[src/sv/cacn_pkg.sv]
// Shared types, constants and reset values for the color attention change notifier.
package cacn_pkg;

  localparam int unsigned SLOTS     = 8;
  localparam int unsigned SlotIdxW  = 3;
  localparam int unsigned SlotW     = (SLOTS > 1) ? $clog2(SLOTS) : 1;
  localparam int unsigned ColorW    = 24;
  localparam int unsigned TimeW     = 32;
  localparam int unsigned CfgIdxW   = 3;
  localparam int unsigned CfgDataW  = 32;

  localparam logic [TimeW-1:0]  RstSyncWindow  = 32'd1000;
  localparam logic [ColorW-1:0] RstColorOff    = 24'h000000;
  localparam logic [ColorW-1:0] RstColorWork   = 24'h304FFE;
  localparam logic [ColorW-1:0] RstColorUnread = 24'h00FF4C;
  localparam logic [ColorW-1:0] RstColorAction = 24'hFF6D00;
  localparam logic [ColorW-1:0] RstColorError  = 24'hFF0033;

  typedef enum logic [1:0] {
    CLS_NONE   = 2'd0,
    CLS_UNREAD = 2'd1,
    CLS_ACTION = 2'd2,
    CLS_ERROR  = 2'd3
  } class_e;

  typedef enum logic [CfgIdxW-1:0] {
    CFG_SYNC_WINDOW = 3'd0,
    CFG_COLOR_OFF   = 3'd1,
    CFG_COLOR_WORK  = 3'd2,
    CFG_COLOR_UNRD  = 3'd3,
    CFG_COLOR_ACT   = 3'd4,
    CFG_COLOR_ERR   = 3'd5
  } cfg_idx_e;

  typedef struct packed {
    logic [TimeW-1:0]  sync_window_ms;
    logic [ColorW-1:0] color_off;
    logic [ColorW-1:0] color_working;
    logic [ColorW-1:0] color_unread;
    logic [ColorW-1:0] color_action;
    logic [ColorW-1:0] color_error;
  } cfg_t;

endpackage

[src/sv/cacn_if.sv]
// Valid/ready channel interfaces for observations and attention events.
interface cacn_obs_if;
  logic                           valid;
  logic                           ready;
  logic [cacn_pkg::SlotIdxW-1:0]  slot_index;
  logic [cacn_pkg::ColorW-1:0]    color_rgb;
  logic [cacn_pkg::TimeW-1:0]     time_ms;

  modport source (output valid, slot_index, color_rgb, time_ms, input ready);
  modport sink   (input valid, slot_index, color_rgb, time_ms, output ready);
endinterface

interface cacn_evt_if;
  logic                  valid;
  logic                  ready;
  cacn_pkg::class_e      attention_event;

  modport source (output valid, attention_event, input ready);
  modport sink   (input valid, attention_event, output ready);
endinterface

[src/sv/color_attention_change_notifier_core.sv]
// Top level: input register, tracker, result register and configuration port.
//
//  channel | dir | handshake           | payload
//  --------+-----+---------------------+-----------------------------------
//  obs_i   | in  | valid/ready         | slot_index, color_rgb, time_ms
//  evt_o   | out | valid/ready         | attention_event
//  cfg     | in  | cfg_we_i, no ready  | cfg_idx_i, cfg_wdata_i
//
// One transaction per cycle sustained while evt_o is taken; each item passes
// through the input register, then the result register.
// Slot state updates when an item moves from the input register into the
// result register, so items are applied strictly in arrival order.
// Reset (rst_ni low, async) clears valids, slot state and loads config defaults.
// A stalled result holds the input register; obs_i.ready drops only when both
// registers are full and evt_o is not taken.
module color_attention_change_notifier_core (
  input  logic                           clk_i,
  input  logic                           rst_ni,
  cacn_obs_if.sink                       obs_i,
  cacn_evt_if.source                     evt_o,
  input  logic                           cfg_we_i,
  input  logic [cacn_pkg::CfgIdxW-1:0]   cfg_idx_i,
  input  logic [cacn_pkg::CfgDataW-1:0]  cfg_wdata_i
);

  cacn_pkg::cfg_t cfg;

  // input register
  logic                           s1_vld_q, s1_vld_d;
  logic [cacn_pkg::SlotIdxW-1:0]  s1_slot_q;
  logic [cacn_pkg::ColorW-1:0]    s1_rgb_q;
  logic [cacn_pkg::TimeW-1:0]     s1_time_q;

  // result register
  logic                           out_vld_q, out_vld_d;
  cacn_pkg::class_e               out_evt_q;
  cacn_pkg::class_e               evt_next;

  logic out_free;
  logic adv;
  logic accept;

  cacn_cfg_regs u_cfg (
    .clk_i       (clk_i),
    .rst_ni      (rst_ni),
    .cfg_we_i    (cfg_we_i),
    .cfg_idx_i   (cfg_idx_i),
    .cfg_wdata_i (cfg_wdata_i),
    .cfg_o       (cfg)
  );

  cacn_tracker u_trk (
    .clk_i        (clk_i),
    .rst_ni       (rst_ni),
    .en_i         (adv),
    .cfg_i        (cfg),
    .slot_index_i (s1_slot_q),
    .color_rgb_i  (s1_rgb_q),
    .time_ms_i    (s1_time_q),
    .event_o      (evt_next)
  );

  // result slot frees up when empty or taken this cycle
  assign out_free    = !out_vld_q || evt_o.ready;
  assign adv         = s1_vld_q && out_free;
  assign obs_i.ready = !s1_vld_q || adv;
  assign accept      = obs_i.valid && obs_i.ready;

  always_comb begin
    s1_vld_d = s1_vld_q;
    if (accept)   s1_vld_d = 1'b1;
    else if (adv) s1_vld_d = 1'b0;
  end

  always_comb begin
    out_vld_d = out_vld_q;
    if (adv)              out_vld_d = 1'b1;
    else if (evt_o.ready) out_vld_d = 1'b0;
  end

  always_ff @(posedge clk_i or negedge rst_ni) begin
    if (!rst_ni) begin
      s1_vld_q  <= 1'b0;
      out_vld_q <= 1'b0;
    end else begin
      s1_vld_q  <= s1_vld_d;
      out_vld_q <= out_vld_d;
    end
  end

  // payload registers, no reset
  always_ff @(posedge clk_i) begin
    if (accept) begin
      s1_slot_q <= obs_i.slot_index;
      s1_rgb_q  <= obs_i.color_rgb;
      s1_time_q <= obs_i.time_ms;
    end
    if (adv) out_evt_q <= evt_next;
  end

  assign evt_o.valid           = out_vld_q;
  assign evt_o.attention_event = out_evt_q;

`ifndef SYNTHESIS
  // both stages full and result stalled: no new transaction taken
  a_backpressure: assert property (@(posedge clk_i) disable iff (!rst_ni)
    (s1_vld_q && out_vld_q && !evt_o.ready) |-> !obs_i.ready)
    else $error("input accepted while pipeline full");
  // accepted transaction lands in the input register
  a_s1_load: assert property (@(posedge clk_i) disable iff (!rst_ni)
    accept |=> s1_vld_q)
    else $error("accepted transaction lost");
  // every advance produces a result next cycle
  a_out_load: assert property (@(posedge clk_i) disable iff (!rst_ni)
    adv |=> out_vld_q)
    else $error("advanced item produced no result");
`endif

endmodule

[src/sv/cacn_cfg_regs.sv]
// Configuration register file: window length and color words.
module cacn_cfg_regs (
  input  logic                           clk_i,
  input  logic                           rst_ni,
  input  logic                           cfg_we_i,
  input  logic [cacn_pkg::CfgIdxW-1:0]   cfg_idx_i,
  input  logic [cacn_pkg::CfgDataW-1:0]  cfg_wdata_i,
  output cacn_pkg::cfg_t                 cfg_o
);

  cacn_pkg::cfg_t cfg_q, cfg_d;
  logic [cacn_pkg::ColorW-1:0] wcolor;

  assign wcolor = cfg_wdata_i[cacn_pkg::ColorW-1:0];

  always_comb begin
    cfg_d = cfg_q;
    if (cfg_we_i) begin
      unique case (cacn_pkg::cfg_idx_e'(cfg_idx_i))
        cacn_pkg::CFG_SYNC_WINDOW: cfg_d.sync_window_ms = cfg_wdata_i[cacn_pkg::TimeW-1:0];
        cacn_pkg::CFG_COLOR_OFF:   cfg_d.color_off      = wcolor;
        cacn_pkg::CFG_COLOR_WORK:  cfg_d.color_working  = wcolor;
        cacn_pkg::CFG_COLOR_UNRD:  cfg_d.color_unread   = wcolor;
        cacn_pkg::CFG_COLOR_ACT:   cfg_d.color_action   = wcolor;
        cacn_pkg::CFG_COLOR_ERR:   cfg_d.color_error    = wcolor;
        default: ;  // unused index, write dropped
      endcase
    end
  end

  always_ff @(posedge clk_i or negedge rst_ni) begin
    if (!rst_ni) begin
      cfg_q.sync_window_ms <= cacn_pkg::RstSyncWindow;
      cfg_q.color_off      <= cacn_pkg::RstColorOff;
      cfg_q.color_working  <= cacn_pkg::RstColorWork;
      cfg_q.color_unread   <= cacn_pkg::RstColorUnread;
      cfg_q.color_action   <= cacn_pkg::RstColorAction;
      cfg_q.color_error    <= cacn_pkg::RstColorError;
    end else begin
      cfg_q <= cfg_d;
    end
  end

  assign cfg_o = cfg_q;

endmodule

[src/sv/cacn_tracker.sv]
// Slot state (per-slot seen mask and last class, one shared sync start) and the event decision.
module cacn_tracker (
  input  logic                           clk_i,
  input  logic                           rst_ni,
  input  logic                           en_i,
  input  cacn_pkg::cfg_t                 cfg_i,
  input  logic [cacn_pkg::SlotIdxW-1:0]  slot_index_i,
  input  logic [cacn_pkg::ColorW-1:0]    color_rgb_i,
  input  logic [cacn_pkg::TimeW-1:0]     time_ms_i,
  output cacn_pkg::class_e               event_o
);

  logic [cacn_pkg::SLOTS-1:0]  seen_q, seen_d;
  logic [cacn_pkg::TimeW-1:0]  sync_start_q, sync_start_d;
  cacn_pkg::class_e            last_q [cacn_pkg::SLOTS];
  cacn_pkg::class_e            last_wr;
  logic                        last_we;

  logic                        in_range;
  logic [cacn_pkg::SlotW-1:0]  idx;
  logic [cacn_pkg::SLOTS-1:0]  slot_bit;
  logic [cacn_pkg::TimeW-1:0]  start_eff;
  logic [cacn_pkg::TimeW-1:0]  delta;
  logic                        in_window;
  cacn_pkg::class_e            cls;
  cacn_pkg::class_e            evt;

  assign in_range  = ({1'b0, slot_index_i} < (cacn_pkg::SlotIdxW+1)'(cacn_pkg::SLOTS));
  assign idx       = slot_index_i[cacn_pkg::SlotW-1:0];
  assign slot_bit  = cacn_pkg::SLOTS'(1) << idx;
  // empty mask: this observation opens the sync window
  assign start_eff = (seen_q == '0) ? time_ms_i : sync_start_q;
  assign delta     = time_ms_i - start_eff;
  assign in_window = (delta < cfg_i.sync_window_ms);

  // unread wins over action, action over error
  always_comb begin
    if (color_rgb_i == cfg_i.color_unread)      cls = cacn_pkg::CLS_UNREAD;
    else if (color_rgb_i == cfg_i.color_action) cls = cacn_pkg::CLS_ACTION;
    else if (color_rgb_i == cfg_i.color_error)  cls = cacn_pkg::CLS_ERROR;
    else                                        cls = cacn_pkg::CLS_NONE;
  end

  always_comb begin
    seen_d       = seen_q;
    sync_start_d = sync_start_q;
    last_we      = 1'b0;
    last_wr      = cacn_pkg::CLS_NONE;
    evt          = cacn_pkg::CLS_NONE;
    if (in_range) begin
      sync_start_d = start_eff;
      if (((seen_q & slot_bit) == '0) || in_window) begin
        seen_d  = seen_q | slot_bit;
        last_we = 1'b1;
        last_wr = cls;
      end else if ((color_rgb_i == cfg_i.color_working) ||
                   (color_rgb_i == cfg_i.color_off)) begin
        last_we = 1'b1;
        last_wr = cacn_pkg::CLS_NONE;
      end else if ((cls != cacn_pkg::CLS_NONE) && (last_q[idx] != cls)) begin
        last_we = 1'b1;
        last_wr = cls;
        evt     = cls;
      end
    end
  end

  always_ff @(posedge clk_i or negedge rst_ni) begin
    if (!rst_ni) begin
      seen_q       <= '0;
      sync_start_q <= '0;
      for (int i = 0; i < cacn_pkg::SLOTS; i++) last_q[i] <= cacn_pkg::CLS_NONE;
    end else if (en_i) begin
      seen_q       <= seen_d;
      sync_start_q <= sync_start_d;
      if (last_we) last_q[idx] <= last_wr;
    end
  end

  assign event_o = evt;

`ifndef SYNTHESIS
  // an event is only raised for a slot that was already seen
  a_evt_seen: assert property (@(posedge clk_i) disable iff (!rst_ni)
    (en_i && evt != cacn_pkg::CLS_NONE) |-> ((seen_q & slot_bit) != '0))
    else $error("event raised for unseen slot");
  // a raised event is stored as the slot's new class
  a_evt_store: assert property (@(posedge clk_i) disable iff (!rst_ni)
    (en_i && evt != cacn_pkg::CLS_NONE) |=> (last_q[$past(idx)] == $past(evt)))
    else $error("raised event not recorded");
  // a slot past the slot count never raises an event
  a_evt_range: assert property (@(posedge clk_i) disable iff (!rst_ni)
    (en_i && !in_range) |-> (evt == cacn_pkg::CLS_NONE))
    else $error("event raised for out-of-range slot");
`endif

endmodule
[src/flat_wrapper.sv]
// flat-port wrapper written by rule: the top's interface ports become plain ports
module color_attention_change_notifier_core_flat 
  (clk_i, rst_ni, cfg_we_i, cfg_idx_i, cfg_wdata_i, obs_i_valid, obs_i_slot_index, obs_i_color_rgb, obs_i_time_ms, obs_i_ready, evt_o_valid, evt_o_attention_event, evt_o_ready);
  cacn_obs_if obs_i_i ();
  cacn_evt_if evt_o_i ();
  input  logic clk_i;
  input  logic rst_ni;
  input  logic cfg_we_i;
  input  logic [cacn_pkg::CfgIdxW-1:0] cfg_idx_i;
  input  logic [cacn_pkg::CfgDataW-1:0] cfg_wdata_i;
  input wire logic [$bits(obs_i_i.valid)-1:0] obs_i_valid;
  input wire logic [$bits(obs_i_i.slot_index)-1:0] obs_i_slot_index;
  input wire logic [$bits(obs_i_i.color_rgb)-1:0] obs_i_color_rgb;
  input wire logic [$bits(obs_i_i.time_ms)-1:0] obs_i_time_ms;
  output wire logic [$bits(obs_i_i.ready)-1:0] obs_i_ready;
  output wire logic [$bits(evt_o_i.valid)-1:0] evt_o_valid;
  output wire logic [$bits(evt_o_i.attention_event)-1:0] evt_o_attention_event;
  input wire logic [$bits(evt_o_i.ready)-1:0] evt_o_ready;
  assign obs_i_i.valid = obs_i_valid;
  assign obs_i_i.slot_index = obs_i_slot_index;
  assign obs_i_i.color_rgb = obs_i_color_rgb;
  assign obs_i_i.time_ms = obs_i_time_ms;
  assign obs_i_ready = obs_i_i.ready;
  assign evt_o_valid = evt_o_i.valid;
  assign evt_o_attention_event = evt_o_i.attention_event;
  assign evt_o_i.ready = evt_o_ready;
  color_attention_change_notifier_core u_core (.clk_i(clk_i), .rst_ni(rst_ni), .obs_i(obs_i_i), .evt_o(evt_o_i), .cfg_we_i(cfg_we_i), .cfg_idx_i(cfg_idx_i), .cfg_wdata_i(cfg_wdata_i));
endmodule
[config.mk]
export PLATFORM = sky130hd
export DESIGN_NAME = color_attention_change_notifier_core_flat
export DESIGN_NICKNAME = d
export VERILOG_FILES = /design/src/sv/cacn_pkg.sv /design/src/sv/cacn_if.sv /design/src/sv/color_attention_change_notifier_core.sv /design/src/sv/cacn_cfg_regs.sv /design/src/sv/cacn_tracker.sv /design/src/flat_wrapper.sv
export SDC_FILE = /design/constraint.sdc
export NUM_CORES = 1
export LEC_CHECK = 0
export ABC_AREA = 0
export BUFFER_PORTS_ARGS = -buffer_cell sky130_fd_sc_hd__buf_2
export CORE_UTILIZATION = 55
export DETAILED_ROUTE_END_ITERATION = 12
export HOLD_SLACK_MARGIN = 0.1
export PLACE_DENSITY = 0.74
export SKIP_LAST_GASP = 1
export SYNTH_ARGS = -nofsm -noshare
export SYNTH_HDL_FRONTEND = slang
export SYNTH_SLANG_ARGS = --single-unit
[constraint.sdc]
create_clock -name clk_i -period 12.4 [get_ports clk_i]
set_input_delay 0.62 -clock clk_i [delete_from_list [all_inputs] [get_ports clk_i]]
set_output_delay 0.62 -clock clk_i [all_outputs]
set_load 0.005 [all_outputs]
# After elaboration in Yosys (flattened, before gate mapping)
# Index checks and enable logic that the tools add are counted.
# word_totals
reg_bits,271
latchBits,0
mem_bits_rw,0
mem_bits_ro,0
output_inout_bits,4
memories,0
# op_classes
add_sub_neg,1
mul,0
n_div,0
magnitude_cmp,3
eq_ne,11
shift,1
muxes,20
bitwise,3
reduce_logical,24
# op_table
op,count
== test 24 bit,5
less-than comparator 32 bit,1
2-to-1 mux 32 bit,1
subtractor 32 bit,1
2-to-1 mux 2 bit,9
bitwise mux 16 bit,1
logical NOT 8 bit,2
AND reduction 2 bit,8
bitwise AND 8 bit,1
OR 8 bit,1
<< shifter 1 x 3 -> 8 bit (first input constant),1
2-to-1 mux 1 bit,7
binary-select mux 2 bit (select 3 bit),1
demux 2 bit (select 3 bit),1
== test 3 x 2 -> 1 bit (second input constant),2
== test 3 bit (second input constant),2
nonzero test 2 bit,3
greater-or-equal comparator 4 bit (second input constant),1
logical AND 1 bit,4
logical OR 1 bit,4
less-than comparator 4 x 1 -> 1 bit (second input constant),1
NOT 3 -> 4 bit,1
== test 3 x 1 -> 1 bit (second input constant),1
logical NOT 3 bit,1
2 further kinds,3

# Depth between registers and ports, before layout
# logic_depth
word_depth,10
ltp_mapped,27
ltp_nobuf,24

# Modules after synthesis
# From an unflattened synthesis, not the netlist that was laid out.
# unflattened
cells_unflattened,1208
area_unflattened_um2,15008.1
# modules_own_cells
module,n_inst,cells_each,area_per_inst_um2,seq_area_each_um2
cacn_tracker,1,812,6974.2,1401.3
cacn_cfg_regs,1,327,6098.3,3873.7
color_attention_change_notifier_core,1,69,1935.6,1881.8

# Worst setup path before layout
# No wires, ideal clock.
# synth_timing
kind,flip-flop to flip-flop
start,register u_core.u_trk.seen_q[4] (netlist name)
end,register u_core.u_trk.last_q[11] (netlist name)
t_arrival_ns,5.890
path_slack_ns,6.389
stages_incl_launch_ff,27
path_buffers,5
path_cell_list,dfrtp_1 or4_4 buf_6 nor2_4 buf_1 mux2i_1 ha_1 clkbuf_1 a21oi_1 o21ai_0 a21o_1 a221o_1 or3_1 a31oi_2 or2_1 xnor2_1 ha_1 nand4_1 or3_1 nor3_1 o31ai_1 a41oi_1 o21ai_1 nand2b_1 buf_2 buf_4 a32o_1
# synth_between
elab_chain_cells,7
word_cells_on_any_way,11
classes_between,add/sub: 1; order compare: 1; mux: 4; bitwise: 1; reduce/logical: 4
# synth_rtl
item,line_no,source
"start, declared",cacn_tracker.sv:13,"logic [cacn_pkg::SLOTS-1:0] seen_q, seen_d;"
"start signal, assigned",cacn_tracker.sv:74,seen_q <= seen_d;
logical NOT 8 bit,cacn_tracker.sv:32,assign start_eff = (seen_q == '0) ? time_ms_i : sync_start_q;
2-to-1 mux 32 bit,cacn_tracker.sv:32,
subtractor 32 bit,cacn_tracker.sv:33,assign delta = time_ms_i - start_eff;
less-than comparator 32 bit,cacn_tracker.sv:34,assign in_window = (delta < cfg_i.sync_window_ms);
logical OR 1 bit *,cacn_tracker.sv:52,if (((seen_q & slot_bit) == '0) || in_window) begin
2-to-1 mux 2 bit / 2-to-1 mux 1 bit (equally long branches),cacn_tracker.sv:52,
bitwise mux 16 bit / AND reduction 2 bit (equally long branches),-,
"end signal, assigned by index",cacn_tracker.sv:76,if (last_we) last_q[idx] <= last_wr;
"end, declared",cacn_tracker.sv:15,cacn_pkg::class_e last_q [cacn_pkg::SLOTS];
# Mark *: on every way between the ends. The rest lies on a longest branch, timed or not.
# A chain may end at the register's enable or synchronous reset.

# Final worst setup path
# layout_timing
start,register u_core.u_trk.seen_q[0] (netlist name)
end,register u_core.u_trk.last_q[0] (netlist name)
# The elaborated chain is that of the path after synthesis.

==> metrics.md <==
| Metric | Value |
|---|---|
| Placer congestion estimate | `slightly above 0.9` |
| Total Routing Usage GR | `0.249` |
| Die ar. | `about 0.027 sq mm` |
| Leading cell types by total area after synthesis | `dfrtp_1, edfxtp_1, mux2_2` |
| Gate count after technology mapping | `between 1000 and 1500` |
| Most numerous cell types in the synthesized netlist | `dfrtp_1, mux2_2, xnor2_1` |
| Area of the mapped netlist | `0.0145 sq mm` |
| Diode insertion count for antenna repair | `0` |
| DRC violation total after the first TritonRoute iteration | `638` |
| Status | `complete, no violations` |
| Wire length of the first global-routing pass | `52500 microns` |
| Power share of the clock group | `0.268` |
| Number of buffers inserted during clock tree synthesis | `29` |
| PostCTS Resize Cnt | `0` |
| Async set-reset flop share out of synthesis | `0.775` |
| CORE AREA | `~0.026 sq mm` |
| Vias in the first global route | `9827` |
| Vias post-DR | `between 9000 and 10000` |
| DRC violation count after routing | `0` |
| Unrepaired setup endpoints after global routing | `false` |
| Proportion of layout cells with a drive suffix above 1 | `0.298` |
| Pin count of the biggest net entering global routing | `79` |
| Power per cell area | `between 200 and 250 mW/mm^2` |
| Post-CTS Repair Setup Buffers | `0` |
| Primary FF master, synth | `dfrtp_1` |
| Top Ports | `approximately 100` |
| Hold_buf cts | `1` |
| Number of buffers and inverters on the critical path | `1` |
| Number of max-capacitance violations reported | `0` |
| Site Rows | `just under 60` |
| Part of the cycle the worst path needs | `0.551` |
| Startpoint kind of the worst setup timing path | `flop` |
| Number of nets with antenna violations after routing | `0` |
| Peak VDD IR | `0.148 mV` |
| Family with the most delay on the worst path | `simple AND/OR/NAND/NOR gates` |
| Largest buffer count on any clock path | `3` |
| Combinational group share of total power | `0.350` |
| Top-area cell type share of the netlist area | `0.265` |
| Total leakage power | `between 6 and 7 nW` |
| #FFs+latches synth | `about 270` |
| Aggregate negative setup slack | `0 ns` |
| Cell Chain, Critical Path | `or4_1 -> nor2_4 -> mux2i_1 -> ha_1 -> a21oi_1 -> o21ai_0 -> a21o_1 -> a221o_1 -> or3_1 -> a31oi_2 -> or2_1 -> xnor2_1 -> ha_1 -> nand4_1 -> or3_1 -> nor3_1 -> o31ai_1 -> a41oi_1 -> o21ai_1 -> buf_4 -> nand2b_1 -> a32o_1` |
| Reg-to-reg setup timing slack | `approximately 5.6 ns` |
| Clock Tree Root | `clkbuf_16` |
| Nets in the synthesized netlist | `about 1400` |
| Slowest-stage cell, CP | `nor2_4` |
| Reg clk slew, reported paths | `about 0.06 ns` |
| Floorplan die width | `approximately 160 microns` |
| Path category of the worst min-delay check | `primary input to flop` |
| Pin slew with the least headroom to its limit | `1.04 ns` |
| Sequential Power Share | `0.382` |
| IO Port Bufs | `just over 100` |
| Cell internal pwr | `2.17 mW` |
| Via count normalized by instance count | `a little under 6` |
| Setup-violating endpoint count in the final report | `0` |
| Max Transition Viols Final | `0` |
| Worst path max stage delay | `about 0.74 ns` |
| Wirelength, routed | `32500 microns` |
| Number of synthesized flops with an enable pin | `61` |
| Post-layout nets | `about 1500` |
| Post-DP HPWL | `between 20000 and 25000 microns` |
| TritonCTS clock tree | `done` |
| Synthesized area per cell | `11.7 sq um` |
| DR pass1 iterations | `5` |
| Count leader, synth | `dfrtp_1` |
| Remaining max-slew budget at the tightest pin | `0.301` |
| Cell variety after synth | `between 70 and 80` |
| Area overhead of the layout relative to synthesis | `12.1%` |
| Overflow left after global routing | `0` |
| Initial antenna violation count | `0` |
| Final hold violations | `0` |
| Post-route clock skew | `around 0.011 ns` |
| Clock net sink count | `~270` |
| Number of H-tree levels | `1` |
| Height of the chip | `approximately 160 microns` |
| Starting density of the core | `0.559` |
| Utilization after layout | `0.626` |
| Kind of end point of the critical path | `flop` |
| Library cell occupying the most area in the post-synthesis netlist | `dfrtp_1` |
| Signal arrival time at the worst endpoint | `about 7.3 ns` |
| Sequential fraction of the synthesis area | `0.493` |
| Required time reported for the critical path endpoint | `~13 ns` |
| Number of warnings printed during yosys synthesis | `0` |
| Maximum fanout count along the critical path | `28` |
| Routed wire length per instance | `roughly 19 microns` |
| Classification of the worst setup path | `flop to flop` |
| Clock network latency to the later pin of the worst-skew pair | `roughly 0.55 ns` |
| Min Clock Period, post-route | `between 6 and 7 ns` |
| Maximum operating frequency | `roughly 0.15 GHz` |
| Switch Pwr | `1.10 mW` |
| Switching Share | `0.337` |
-- worst register-to-register path, cell delays in order (launching register included) --
cell	delay (ns)
dfrtp_1	0.40
or4_1	0.70
nor2_4	0.74
mux2i_1	0.31
ha_1	0.32
a21oi_1	0.17
o21ai_0	0.22
a21o_1	0.25
a221o_1	0.30
or3_1	0.33
a31oi_2	0.22
or2_1	0.19
xnor2_1	0.08
ha_1	0.30
nand4_1	0.14
or3_1	0.42
nor3_1	0.20
o31ai_1	0.09
a41oi_1	0.21
o21ai_1	0.08
buf_4	0.22
nand2b_1	0.46
a32o_1	0.39
-- per-layer routing --
layer	global-route usage	share of wire
met5	0	0
met4	0.0813	0.034
met3	0.0354	0.046
met2	0.424	0.48
met1	0.325	0.44
-- cell type report --
type                    instances  area, sq um
well taps                     335          419
fillers                      2101         9710
multi-input cells             847         6920
clock buffers                  32          747
repair buffers                114          612
inverters                      51          191
clock inverters                22          225
flip-flops and latches        271         7160
-- state kept, by name, indices dropped and copies added (netlist names) --
name / cells
u_core.u_cfg.cfg_o: 152
u_core.u_trk.sync_start_q: 32
u_core.s1_vld_q: 1
u_core.u_trk.seen_q: 8
u_core.s1_time_q: 32
u_core.evt_o.attention_event: 2
u_core.s1_slot_q: 3
u_core.u_trk.last_q: 16
u_core.s1_rgb_q: 24
u_core.evt_o.valid: 1
-- cells in the final DEF, fill, tap and decap left out, types with 56 or more instances in the layout --
cell type,Yosys,routed
mux2_2,153,153
xor2_1,73,73
dfrtp_1,154,154
ha_1,57,57
buf_2,15,101
o21ai_0,65,65
nand2_1,60,60
xnor2_1,76,76
edfxtp_1,61,61
dfstp_2,56,56
-- logic make-up after synthesis --
| family | Yosys count | synth area share |
|---|---|---|
| flip-flops | 271 | 0.493 |
| buffers and inverters | 120 | 0.0331 |
| AO/OA/AOI/OAI | 231 | 0.111 |
| AND/OR/NAND/NOR | 223 | 0.0814 |
| XOR/XNOR | 149 | 0.0899 |
| multiplexers | 180 | 0.138 |
| adder cells (fa/ha/maj) | 64 | 0.0539 |
-- stage by stage --
step                hold WS (ns)  cells  instance area [sq um]  setup WS (ns)  power [mW]
floorplan                  0.324   1238                  14500           6.39        2.10
global placement           0.459   1617                  15300           5.78        2.35
detailed placement         0.477   1617                  15300           5.67        2.39
CTS                        0.217   1672                  16300           5.62        3.28
global route               0.222   1672                  16300           5.14        3.47
finish                     0.240   1672                  16300           5.57        3.27
-- final timing paths --
check,end,start,cells past startpoint
setup / recovery,u_core.u_trk.last_q[0],u_core.u_trk.seen_q[0],22
hold / removal,u_core.s1_rgb_q[7],obs_i_color_rgb[7],1
setup reg to reg,u_core.u_trk.last_q[0],u_core.u_trk.seen_q[0],22
hold reg to reg,u_core.u_trk.last_q[15],u_core.u_trk.last_q[15],1
max in group asynchronous,u_core.u_trk.sync_start_q[14],rst_ni,4
min in group asynchronous,u_core.u_cfg.cfg_o[49],rst_ni,2
-- power by group through the flow --
| stage | combinational, mW | sequential, mW | clock [mW] |
|---|---|---|---|
| 6_report | 1.14 | 1.25 | 0.876 |
| 4_1_cts | 1.14 | 1.25 | 0.892 |
| 3_3_place_gp | 1.10 | 1.25 | 0 |
| 5_1_grt | 1.27 | 1.27 | 0.927 |
| 3_5_place_dp | 1.13 | 1.26 | 0 |
| 2_1_floorplan | 0.883 | 1.22 | 0 |
No activity file was read; power rests on OpenSTA's default activity.
